`src/sv/tplm_pkg.sv`:
```
// Shared types and constants for the telemetry poll link master.
// Used by tplm_front, tplm_queue, tplm_back and the top level; no dependencies.
`timescale 1ns / 1ps

package tplm_pkg;

  // input item kinds (s_tuser)
  localparam logic [1:0] CMD_TICK  = 2'd0;
  localparam logic [1:0] CMD_POLL  = 2'd1;
  localparam logic [1:0] CMD_FRAME = 2'd2;

  // result kinds
  localparam logic [1:0] KIND_STATUS = 2'd0;
  localparam logic [1:0] KIND_SLOT   = 2'd1;
  localparam logic [1:0] KIND_REQ    = 2'd2;

  // status codes
  localparam logic [2:0] ST_OK           = 3'd0;
  localparam logic [2:0] ST_BAD_PREAMBLE = 3'd1;
  localparam logic [2:0] ST_BAD_CHECK    = 3'd2;
  localparam logic [2:0] ST_BUSY         = 3'd3;
  localparam logic [2:0] ST_TIMEOUT      = 3'd4;

  // configuration register indexes
  localparam logic [2:0] REG_PREAMBLE    = 3'd0;
  localparam logic [2:0] REG_LIVE_MOTION = 3'd1;
  localparam logic [2:0] REG_HIST_MOTION = 3'd2;
  localparam logic [2:0] REG_LIVE_RATE   = 3'd3;
  localparam logic [2:0] REG_HIST_RATE   = 3'd4;
  localparam logic [2:0] REG_PUSH_INFO   = 3'd5;
  localparam logic [2:0] REG_TIMEOUT     = 3'd6;

  // register reset values
  localparam logic [7:0]  RST_PREAMBLE    = 8'd170;
  localparam logic [15:0] RST_LIVE_MOTION = 16'd1;
  localparam logic [15:0] RST_HIST_MOTION = 16'd2;
  localparam logic [15:0] RST_LIVE_RATE   = 16'd3;
  localparam logic [15:0] RST_HIST_RATE   = 16'd4;
  localparam logic [15:0] RST_PUSH_INFO   = 16'd5;
  localparam logic [15:0] RST_TIMEOUT     = 16'd100;

  // first slot of each telemetry group
  localparam logic [3:0] SLOT_PITCH     = 4'd0;
  localparam logic [3:0] SLOT_PEAKS     = 4'd2;
  localparam logic [3:0] SLOT_MAX_G     = 4'd4;
  localparam logic [3:0] SLOT_GYRO      = 4'd6;
  localparam logic [3:0] SLOT_GYRO_PEAK = 4'd9;

  // board number sent in every request
  localparam logic [7:0] TX_BOARD_ID = 8'd1;

  localparam logic [15:0] WAIT_MAX = 16'hFFFF;

  // what follows the slot results of an item
  typedef enum logic [1:0] {
    TAIL_NONE,
    TAIL_STATUS,
    TAIL_REQ
  } tail_t;

  // one classified item: everything the back end needs to emit its results
  typedef struct packed {
    logic [2:0]         n_slots;
    logic [3:0]         slot_base;
    logic signed [15:0] word_a;
    logic signed [15:0] word_b;
    logic signed [15:0] word_c;
    logic signed [15:0] word_d;
    tail_t              tail;
    logic [2:0]         status;
    logic [15:0]        tx_opcode;
    logic [7:0]         tx_check;
    logic               cycle_busy;
    logic               link_waiting;
  } plan_t;

endpackage

```
`src/sv/telemetry_poll_link_master.sv`:
```
// Top level of the telemetry poll link master: stream ports, config port.
// Depends on tplm_pkg, tplm_front, tplm_queue and tplm_back.
`timescale 1ns / 1ps

// Usage:
//   s_axis carries input words: tuser is the item kind (tick, poll wake-up,
//   received frame), tdata the received frame fields. m_axis carries result
//   words: tuser is the result kind, tdata the other result fields, tlast set
//   on the final result of each input word. The cfg channel writes one
//   register per handshake (cfg_ready is always high); write only while the
//   block is idle.
// Timing:
//   The front end takes one input word per cycle while the plan queue has
//   room (QUEUE_DEPTH entries). The first result of a word is offered once
//   its plan, registered in the queue, reaches the queue head; a word makes
//   1 to 5 results, one per cycle while m_tready is high, so sustained
//   throughput is set by the back end.
// Reset:
//   rst (synchronous) restores register defaults, clears link and cycle
//   state, and empties the queue.
// Stall:
//   If m_tready is low the current result holds; the queue fills and then
//   s_tready drops until results drain.

module telemetry_poll_link_master_core #(
  parameter int QUEUE_DEPTH = 4
) (
  input  logic          clk,
  input  logic          rst,
  // configuration write
  input  logic          cfg_valid,
  output logic          cfg_ready,
  input  logic [2:0]    cfg_index,
  input  logic [15:0]   cfg_data,
  // input stream
  input  logic          s_tvalid,
  output logic          s_tready,
  // [7:0] rx_preamble, [15:8] rx_board, [31:16] rx_opcode, [39:32] rx_motor,
  // [55:40] rx_word_a, [71:56] rx_word_b, [87:72] rx_word_c,
  // [103:88] rx_word_d, [111:104] rx_check
  input  logic [111:0]  s_tdata,
  // [1:0] command
  input  logic [1:0]    s_tuser,
  // output stream
  output logic          m_tvalid,
  input  logic          m_tready,
  // [3:0] slot, [19:4] slot_value, [27:20] tx_board, [43:28] tx_opcode,
  // [51:44] tx_check, [54:52] status, [55] cycle_busy, [56] link_waiting,
  // [63:57] zero
  output logic [63:0]   m_tdata,
  // [1:0] kind
  output logic [1:0]    m_tuser,
  output logic          m_tlast
);

  logic               push, push_ready, pop, head_valid;
  tplm_pkg::plan_t    push_plan, head_plan;

  logic [1:0]         kind;
  logic [3:0]         slot;
  logic signed [15:0] slot_value;
  logic [7:0]         tx_board;
  logic [15:0]        tx_opcode;
  logic [7:0]         tx_check;
  logic [2:0]         status;
  logic               cycle_busy, link_waiting;

  tplm_front u_front (
    .clk         (clk),
    .rst         (rst),
    .cfg_valid   (cfg_valid),
    .cfg_ready   (cfg_ready),
    .cfg_index   (cfg_index),
    .cfg_data    (cfg_data),
    .in_valid    (s_tvalid),
    .in_ready    (s_tready),
    .command     (s_tuser),
    .rx_preamble (s_tdata[7:0]),
    .rx_board    (s_tdata[15:8]),
    .rx_opcode   (s_tdata[31:16]),
    .rx_motor    (s_tdata[39:32]),
    .rx_word_a   (s_tdata[55:40]),
    .rx_word_b   (s_tdata[71:56]),
    .rx_word_c   (s_tdata[87:72]),
    .rx_word_d   (s_tdata[103:88]),
    .rx_check    (s_tdata[111:104]),
    .push        (push),
    .push_ready  (push_ready),
    .plan        (push_plan)
  );

  tplm_queue #(
    .DEPTH (QUEUE_DEPTH)
  ) u_queue (
    .clk        (clk),
    .rst        (rst),
    .push       (push),
    .push_ready (push_ready),
    .push_plan  (push_plan),
    .pop        (pop),
    .head_valid (head_valid),
    .head_plan  (head_plan)
  );

  tplm_back u_back (
    .clk          (clk),
    .rst          (rst),
    .head_valid   (head_valid),
    .head_plan    (head_plan),
    .pop          (pop),
    .out_valid    (m_tvalid),
    .out_ready    (m_tready),
    .kind         (kind),
    .slot         (slot),
    .slot_value   (slot_value),
    .tx_board     (tx_board),
    .tx_opcode    (tx_opcode),
    .tx_check     (tx_check),
    .status       (status),
    .cycle_busy   (cycle_busy),
    .link_waiting (link_waiting),
    .last         (m_tlast)
  );

  // pack result fields, lowest first; the kind travels on tuser
  assign m_tuser = kind;
  assign m_tdata = {7'd0, link_waiting, cycle_busy, status, tx_check, tx_opcode,
                    tx_board, slot_value, slot};

endmodule

```
`src/sv/tplm_front.sv`:
```
// Front end: configuration registers, link state, and classification of each
// input word into a result plan. Depends on tplm_pkg.
`timescale 1ns / 1ps

module tplm_front (
  input  logic               clk,
  input  logic               rst,
  // configuration write channel
  input  logic               cfg_valid,
  output logic               cfg_ready,
  input  logic [2:0]         cfg_index,
  input  logic [15:0]        cfg_data,
  // input item
  input  logic               in_valid,
  output logic               in_ready,
  input  logic [1:0]         command,
  input  logic [7:0]         rx_preamble,
  input  logic [7:0]         rx_board,
  input  logic [15:0]        rx_opcode,
  input  logic [7:0]         rx_motor,
  input  logic signed [15:0] rx_word_a,
  input  logic signed [15:0] rx_word_b,
  input  logic signed [15:0] rx_word_c,
  input  logic signed [15:0] rx_word_d,
  input  logic [7:0]         rx_check,
  // plan toward the queue
  output logic               push,
  input  logic               push_ready,
  output tplm_pkg::plan_t    plan
);

  // configuration
  logic [7:0]  preamble_value;
  logic [15:0] code_live_motion;
  logic [15:0] code_hist_motion;
  logic [15:0] code_live_rate;
  logic [15:0] code_hist_rate;
  logic [15:0] code_push_info;
  logic [15:0] timeout_ticks;

  // link state
  logic        awaiting_reply, awaiting_reply_next;
  logic        cycle_active, cycle_active_next;
  logic [15:0] wait_elapsed, wait_elapsed_next;

  logic [7:0]  frame_xor;
  logic [15:0] elapsed_inc;
  logic        aw_freed;
  logic        do_send;
  logic [15:0] send_code;

  assign cfg_ready = 1'b1;
  assign in_ready  = push_ready;
  assign push      = in_valid & push_ready;

  // configuration writes; indexes past the list are dropped
  always_ff @(posedge clk) begin
    if (rst) begin
      preamble_value   <= tplm_pkg::RST_PREAMBLE;
      code_live_motion <= tplm_pkg::RST_LIVE_MOTION;
      code_hist_motion <= tplm_pkg::RST_HIST_MOTION;
      code_live_rate   <= tplm_pkg::RST_LIVE_RATE;
      code_hist_rate   <= tplm_pkg::RST_HIST_RATE;
      code_push_info   <= tplm_pkg::RST_PUSH_INFO;
      timeout_ticks    <= tplm_pkg::RST_TIMEOUT;
    end else if (cfg_valid) begin
      case (cfg_index)
        tplm_pkg::REG_PREAMBLE:    preamble_value   <= cfg_data[7:0];
        tplm_pkg::REG_LIVE_MOTION: code_live_motion <= cfg_data;
        tplm_pkg::REG_HIST_MOTION: code_hist_motion <= cfg_data;
        tplm_pkg::REG_LIVE_RATE:   code_live_rate   <= cfg_data;
        tplm_pkg::REG_HIST_RATE:   code_hist_rate   <= cfg_data;
        tplm_pkg::REG_PUSH_INFO:   code_push_info   <= cfg_data;
        tplm_pkg::REG_TIMEOUT:     timeout_ticks    <= cfg_data;
        default: ;
      endcase
    end
  end

  // XOR over every header and data byte of the frame
  assign frame_xor = rx_preamble ^ rx_board ^ rx_opcode[15:8] ^ rx_opcode[7:0] ^ rx_motor
                   ^ rx_word_a[15:8] ^ rx_word_a[7:0] ^ rx_word_b[15:8] ^ rx_word_b[7:0]
                   ^ rx_word_c[15:8] ^ rx_word_c[7:0] ^ rx_word_d[15:8] ^ rx_word_d[7:0];

  assign elapsed_inc = (wait_elapsed == tplm_pkg::WAIT_MAX) ? wait_elapsed
                                                            : wait_elapsed + 16'd1;

  // a nonzero board number frees the link before the next request is tried
  assign aw_freed = (rx_board != 8'd0) ? 1'b0 : awaiting_reply;

  // classification and next state
  always_comb begin
    awaiting_reply_next = awaiting_reply;
    cycle_active_next   = cycle_active;
    wait_elapsed_next   = wait_elapsed;
    do_send             = 1'b0;
    send_code           = 16'd0;

    plan.n_slots      = 3'd0;
    plan.slot_base    = tplm_pkg::SLOT_PITCH;
    plan.word_a       = rx_word_a;
    plan.word_b       = rx_word_b;
    plan.word_c       = rx_word_c;
    plan.word_d       = rx_word_d;
    plan.tail         = tplm_pkg::TAIL_STATUS;
    plan.status       = tplm_pkg::ST_OK;
    plan.tx_opcode    = 16'd0;
    plan.tx_check     = 8'd0;

    case (command)
      tplm_pkg::CMD_TICK: begin
        if (awaiting_reply) begin
          wait_elapsed_next = elapsed_inc;
          if (elapsed_inc > timeout_ticks) begin
            awaiting_reply_next = 1'b0;
            cycle_active_next   = 1'b0;
            plan.status         = tplm_pkg::ST_TIMEOUT;
          end
        end
      end
      tplm_pkg::CMD_POLL: begin
        if (!awaiting_reply && !cycle_active) begin
          cycle_active_next = 1'b1;
          do_send           = 1'b1;
          send_code         = code_live_motion;
        end
      end
      tplm_pkg::CMD_FRAME: begin
        if (rx_preamble != preamble_value) begin
          plan.status = tplm_pkg::ST_BAD_PREAMBLE;
        end else if (frame_xor != rx_check) begin
          plan.status = tplm_pkg::ST_BAD_CHECK;
        end else begin
          awaiting_reply_next = aw_freed;
          if (rx_opcode == code_live_motion) begin
            plan.n_slots   = 3'd2;
            plan.slot_base = tplm_pkg::SLOT_PITCH;
            do_send        = 1'b1;
            send_code      = code_hist_motion;
          end else if (rx_opcode == code_hist_motion) begin
            plan.n_slots   = 3'd4;
            plan.slot_base = tplm_pkg::SLOT_PEAKS;
            do_send        = 1'b1;
            send_code      = code_live_rate;
          end else if (rx_opcode == code_live_rate) begin
            plan.n_slots   = 3'd3;
            plan.slot_base = tplm_pkg::SLOT_GYRO;
            do_send        = 1'b1;
            send_code      = code_hist_rate;
          end else if (rx_opcode == code_hist_rate) begin
            plan.n_slots   = 3'd3;
            plan.slot_base = tplm_pkg::SLOT_GYRO_PEAK;
            do_send        = 1'b1;
            send_code      = code_push_info;
          end else if (rx_opcode == code_push_info) begin
            plan.n_slots      = 3'd2;
            plan.slot_base    = tplm_pkg::SLOT_MAX_G;
            plan.tail         = tplm_pkg::TAIL_NONE;
            cycle_active_next = 1'b0;
          end
        end
      end
      default: ;
    endcase

    // request attempt: refused while still waiting on a reply
    if (do_send) begin
      if (awaiting_reply_next) begin
        cycle_active_next = 1'b0;
        plan.status       = tplm_pkg::ST_BUSY;
      end else begin
        awaiting_reply_next = 1'b1;
        wait_elapsed_next   = 16'd0;
        plan.tail           = tplm_pkg::TAIL_REQ;
        plan.tx_opcode      = send_code;
        plan.tx_check       = preamble_value ^ tplm_pkg::TX_BOARD_ID
                            ^ send_code[15:8] ^ send_code[7:0];
      end
    end

    plan.cycle_busy   = cycle_active_next;
    plan.link_waiting = awaiting_reply_next;
  end

  // link state
  always_ff @(posedge clk) begin
    if (rst) begin
      awaiting_reply <= 1'b0;
      cycle_active   <= 1'b0;
      wait_elapsed   <= 16'd0;
    end else if (push) begin
      awaiting_reply <= awaiting_reply_next;
      cycle_active   <= cycle_active_next;
      wait_elapsed   <= wait_elapsed_next;
    end
  end

endmodule

```
`src/sv/tplm_queue.sv`:
```
// Plan queue between the front and back ends, a small circular buffer.
// Depends on tplm_pkg for plan_t.
`timescale 1ns / 1ps

module tplm_queue #(
  parameter int DEPTH = 4
) (
  input  logic            clk,
  input  logic            rst,
  input  logic            push,
  output logic            push_ready,
  input  tplm_pkg::plan_t push_plan,
  input  logic            pop,
  output logic            head_valid,
  output tplm_pkg::plan_t head_plan
);

  localparam int PTR_W = $clog2(DEPTH);
  localparam int CNT_W = $clog2(DEPTH + 1);

  tplm_pkg::plan_t   store [DEPTH];
  logic [PTR_W-1:0]  wr_ptr;
  logic [PTR_W-1:0]  rd_ptr;
  logic [CNT_W-1:0]  count;

  assign push_ready = (count != CNT_W'(DEPTH));
  assign head_valid = (count != '0);
  assign head_plan  = store[rd_ptr];

  // storage
  always_ff @(posedge clk) begin
    if (push) begin
      store[wr_ptr] <= push_plan;
    end
  end

  // pointers and fill count
  always_ff @(posedge clk) begin
    if (rst) begin
      wr_ptr <= '0;
      rd_ptr <= '0;
      count  <= '0;
    end else begin
      if (push) begin
        wr_ptr <= (wr_ptr == PTR_W'(DEPTH - 1)) ? '0 : wr_ptr + 1'b1;
      end
      if (pop) begin
        rd_ptr <= (rd_ptr == PTR_W'(DEPTH - 1)) ? '0 : rd_ptr + 1'b1;
      end
      case ({push, pop})
        2'b10:   count <= count + 1'b1;
        2'b01:   count <= count - 1'b1;
        default: ;
      endcase
    end
  end

endmodule

```
`src/sv/tplm_back.sv`:
```
// Back end: walks the plan at the queue head and emits one result per cycle while out_ready is high.
// Depends on tplm_pkg.
`timescale 1ns / 1ps

module tplm_back (
  input  logic               clk,
  input  logic               rst,
  input  logic               head_valid,
  input  tplm_pkg::plan_t    head_plan,
  output logic               pop,
  output logic               out_valid,
  input  logic               out_ready,
  output logic [1:0]         kind,
  output logic [3:0]         slot,
  output logic signed [15:0] slot_value,
  output logic [7:0]         tx_board,
  output logic [15:0]        tx_opcode,
  output logic [7:0]         tx_check,
  output logic [2:0]         status,
  output logic               cycle_busy,
  output logic               link_waiting,
  output logic               last
);

  // index of the result being offered within the current plan
  logic [2:0] idx;
  logic [2:0] total;
  logic       take;

  assign total = head_plan.n_slots
               + ((head_plan.tail != tplm_pkg::TAIL_NONE) ? 3'd1 : 3'd0);
  assign last      = (idx == total - 3'd1);
  assign out_valid = head_valid;
  assign take      = head_valid & out_ready;
  assign pop       = take & last;

  assign cycle_busy   = head_plan.cycle_busy;
  assign link_waiting = head_plan.link_waiting;

  // result fields
  always_comb begin
    kind       = tplm_pkg::KIND_STATUS;
    slot       = 4'd0;
    slot_value = 16'sd0;
    tx_board   = 8'd0;
    tx_opcode  = 16'd0;
    tx_check   = 8'd0;
    status     = tplm_pkg::ST_OK;
    if (idx < head_plan.n_slots) begin
      kind = tplm_pkg::KIND_SLOT;
      slot = head_plan.slot_base + {2'b00, idx[1:0]};
      case (idx[1:0])
        2'd0:    slot_value = head_plan.word_a;
        2'd1:    slot_value = head_plan.word_b;
        2'd2:    slot_value = head_plan.word_c;
        default: slot_value = head_plan.word_d;
      endcase
    end else if (head_plan.tail == tplm_pkg::TAIL_REQ) begin
      kind      = tplm_pkg::KIND_REQ;
      tx_board  = tplm_pkg::TX_BOARD_ID;
      tx_opcode = head_plan.tx_opcode;
      tx_check  = head_plan.tx_check;
    end else begin
      status = head_plan.status;
    end
  end

  // step through the plan, back to zero on its last result
  always_ff @(posedge clk) begin
    if (rst) begin
      idx <= 3'd0;
    end else if (take) begin
      idx <= last ? 3'd0 : idx + 3'd1;
    end
  end

endmodule

```
`config.mk`:
```
export PLATFORM = sky130hd
export DESIGN_NAME = telemetry_poll_link_master_core
export DESIGN_NICKNAME = d
export VERILOG_FILES = /design/src/sv/tplm_pkg.sv /design/src/sv/telemetry_poll_link_master.sv /design/src/sv/tplm_front.sv /design/src/sv/tplm_queue.sv /design/src/sv/tplm_back.sv
export SDC_FILE = /design/constraint.sdc
export NUM_CORES = 1
export LEC_CHECK = 0
export BUFFER_PORTS_ARGS = -buffer_cell sky130_fd_sc_hd__buf_4
export CAP_MARGIN = 10
export CORE_ASPECT_RATIO = 1.75
export CORE_MARGIN = 2
export CORE_UTILIZATION = 35
export CTS_BUF_LIST = sky130_fd_sc_hd__clkbuf_8 sky130_fd_sc_hd__clkbuf_16
export DETAILED_ROUTE_END_ITERATION = 10
export REMOVE_ABC_BUFFERS = 1
export SLEW_MARGIN = 10
export SYNTH_ARGS = -nofsm -noshare
export SYNTH_HDL_FRONTEND = slang
export SYNTH_SLANG_ARGS = --single-unit
```
`constraint.sdc`:
```
create_clock -name clk -period 5 [get_ports clk]
set_input_delay 1 -clock clk [delete_from_list [all_inputs] [get_ports clk]]
set_output_delay 1 -clock clk [all_outputs]
set_load 0.02 [all_outputs]
```
==> out/metrics.yaml <==
synthesis:
  seq_area_frac_synth_pct: 59.72
  synth_largest_area_cell: "edfxtp_1"
  netlist_instances: 1850
  netlist-cell-type-count: 62
  syn-mean-instance-area_um2: 13.41
  yosysMostFrequentCell: "edfxtp_1"
  synth_common_cells: "404 x edfxtp_1, 258 x nand2_1, 147 x a21oi_1"
  async_reset_ff_share_pct: 0
  ys_ff_latch: 538
  yosysTopAreaCellShare_pct: 48.90
  synth_area_leaders: "edfxtp_1 49%, dfxtp_1 11%, mux4_2 9.2%"
  yosys_warnings: 0
  syn-cell-area_um2: 24810
  synth_edf_count: 404
  ys.flop_type: "edfxtp_1"
finish:
  multiInputGateArea_um2: 9336
  insertedDiodeCount: 0
  finish.utilization_pct: 41.18
  nFillCells: 6587
  layout-drive-gt1-share_pct: 22.51
  area_growth_pct: 16.82
  final_net_count: 2207
  ff_latch_area_um2: 14820
  final_cells: 2987
clocking:
  cts-hold-fix-buffers: 0
  numClockSinks: 538
  insertion_delay_ns: 0.59
  cts_buffers: 49
  htreeDepth: 2
  cts_max_path_buffers: 3
  cts.clk_slew.worst_paths_ns: 0.07
  cts_tree: "done"
  clock_tree.root_cell: "clkbuf_16"
timing:
  worst_slew_margin_rel_pct: 24.01
  skew_ns: 0.02034
  tightest_slew_ns: 1.139
  final_hold_viol_count: 0
  grt_setup_unrepaired: "yes"
  fin_crit_sh_pct: 92.32
  setup_viol: 0
  slew_viol_final: 0
  max_freq_mhz: 216.6
  period_minus_slack_ns: 4.616
pwr:
  p_per_area_nw_per_um2: 355.4
  vdd_drop_max_mv: 0.1906
  switchingPower_mw: 2.621
  swShare_pct: 25.45
  p_int_mw: 7.678
  p_seq_share_pct: 49.0
  finalPower_mw: 10.30
  p_clk_share_pct: 36.8
  pwr-share-comb_pct: 14.2
  leakagePower_nw: 10.19
critical_path:
  crit_buf_inv: 4
  slowest_delay_ns: 0.46
  worst_path_dominant_cell_family: "simple AND/OR/NAND/NOR gates"
  worst_path_most_repeated_cell: "buf_4"
  rrSetupSlack_ns: 0.38
  r2r_cells: 18
  critPathMaxFanout: 23
  critPathSlowestCell: "dfxtp_1"
  cp_cell_sequence: "ha_1 -> inv_1 -> nor4_1 -> nand3_1 -> buf_4 -> nor4b_1 -> buf_4 -> xor2_1 -> ha_1 -> nand4_1 -> nor3_1 -> a221oi_1 -> or2_2 -> a311oi_1 -> a21oi_1 -> or2_1 -> buf_4 -> nor2_1"
  worst_setup_path_end_kind: "flop"
  critPathLaunchType: "flop"
  crit_cells: 18
  arrival_ns: 5.02
  path_class: "flop to flop"
  cp.required_ns: 5.40
min_path:
  hold_class: "flop to flop"
  holdPathStages: 2
place:
  dp_cells: 2896
  io_buffers: 192
  hpwlAfterDp_um: 50970
  gp_routability_congestion: 0.9690
route:
  drt_wl_total_um: 72620
  wire_per_inst_um: 24.31
  drtIter0Drc: 1127
  drtPass1Iterations: 6
  ant_nets: 0
  drc: 0
  detailroute.via_count: 15710
  viasPerCell: 5.259
floorplanning:
  start_util_pct: 35.25
  die_h_um: 356.2
  io_pins: 208
  die_w_um: 205.3
  die_area_um2: 73110
  num_rows: 129
  core_area_um2: 70370
grt:
  grt_pass1_vias: 16280
  antenna_found_initial: 2
  grt_max_degree: 119
  grt_remaining_overflow: 0
  grt_usage_pct: 19.90
  grt_first_pass_wirelength_um: 106900
run_status:
  status: "finished clean"
run:
  cap_violations: 0
-- flip-flops by register name (all words and copies together), names as in the netlist, named ones only --
name,flops
u_queue.store,404
u_front.code_hist_motion,16
u_front.code_hist_rate,16
u_front.code_live_motion,16
u_front.code_live_rate,16
u_front.code_push_info,16
u_front.timeout_ticks,16
u_front.wait_elapsed,16
u_front.preamble_value,8
u_back.idx,3
u_queue.count,3
u_queue.rd_ptr,2
u_queue.wr_ptr,2
u_front.awaiting_reply,1
u_front.cycle_active,1
-- cells in the final DEF, fill, tap and decap left out, types with 7 or more instances in the layout --
cell type	count
xor2_1	72
xnor2_1	102
nor3_1	16
and3_1	34
a32oi_1	8
nor2_4	10
nand3b_1	14
edfxtp_1	404
buf_12	7
nand4_1	16
a22oi_1	16
dfxtp_1	132
or3_1	8
and2_1	20
o22a_1	16
xnor3_1	24
nand3_1	20
a21oi_1	147
conb_1	15
inv_1	48
nor2_1	52
nor3b_1	8
o21ai_0	11
nor2b_1	13
nor2_2	8
ha_1	36
clkbuf_16	49
nor4_1	21
buf_4	239
nand2b_1	9
o22ai_1	12
nand2_1	258
a221o_1	16
mux4_2	101
a31oi_1	11
-- logic make-up (layout without fill, tap and decap cells) --
kind of cell,after synthesis,in the layout,synth area share (%)
flip-flops,538,538,59.72
adder cells (fa/ha/maj),39,39,2.028
buffers and inverters,168,375,3.077
XOR/XNOR,204,204,8.715
AO/OA/AOI/OAI,260,260,6.527
AND/OR/NAND/NOR,529,529,10.36
other,2,15,0.03027
multiplexers,110,110,9.548
-- per-stage QoR --
| stage | instance area [um2] | TNS [ns] | hold WS, ns | worst slack [ns] |
|---|---|---|---|---|
| after floorplan | 24240 | -179.24 | 0.4303 | -2.579 |
| after global placement | 27370 | 0 | 0.4509 | 0.5291 |
| after detailed placement | 27370 | 0 | 0.4533 | 0.4366 |
| after CTS | 28960 | 0 | 0.4623 | 0.4152 |
| after global routing | 28980 | -0.03060 | 0.4888 | -0.006179 |
| final | 28980 | 0 | 0.4618 | 0.3839 |
-- power groups by stage --
stage	Sequential, mW	Combinational, mW	Clock, mW
after global placement	5.13	1.48	0
final	5.04	1.46	3.79
after floorplan	5.16	0.796	0
after CTS	5.04	1.49	3.89
after global routing	5.06	1.57	4.04
after detailed placement	5.14	1.49	0
-- layer usage --
layer	track usage, %	wire (um)	up-vias
met5	0	0	-
met4	8.993	3483	0
met3	2.247	3516	125
met2	35.74	37970	501
met1	23.79	27650	7918
li1	-	-	7165
-- worst reg2reg max path: stages, from the launching register on --
cell	delay, ns
dfxtp_1	0.46
ha_1	0.24
inv_1	0.08
nor4_1	0.38
nand3_1	0.12
buf_4	0.18
nor4b_1	0.15
buf_4	0.16
xor2_1	0.14
ha_1	0.32
nand4_1	0.19
nor3_1	0.24
a221oi_1	0.13
or2_2	0.28
a311oi_1	0.32
a21oi_1	0.14
or2_1	0.28
buf_4	0.29
nor2_1	0.33
-- timing repair --
item	in CTS	in global routing
endpoints found under the setup margin	0	48
gates resized for setup	0	5
setup buffers	0	0
-- area by class of cell --
type / count / share of cell area, %
repair buffers: 246 / 6.675
inverters: 38 / 0.4922
flip-flops and latches: 538 / 51.14
multi-input cells: 1157 / 32.22
clock inverters: 36 / 0.9973
clock buffers: 55 / 4.516
well taps: 917 / 3.959
-- final timing paths --
| check | start | end |
|---|---|---|
| min | u_front.timeout_ticks[13] | u_front.timeout_ticks[13] |
| min reg2reg | u_front.timeout_ticks[13] | u_front.timeout_ticks[13] |
| max reg2reg | u_front.wait_elapsed[0] | u_queue.store[2][3] |
| max | u_front.wait_elapsed[0] | u_queue.store[2][3] |
Power figures use the tool's default switching activity.
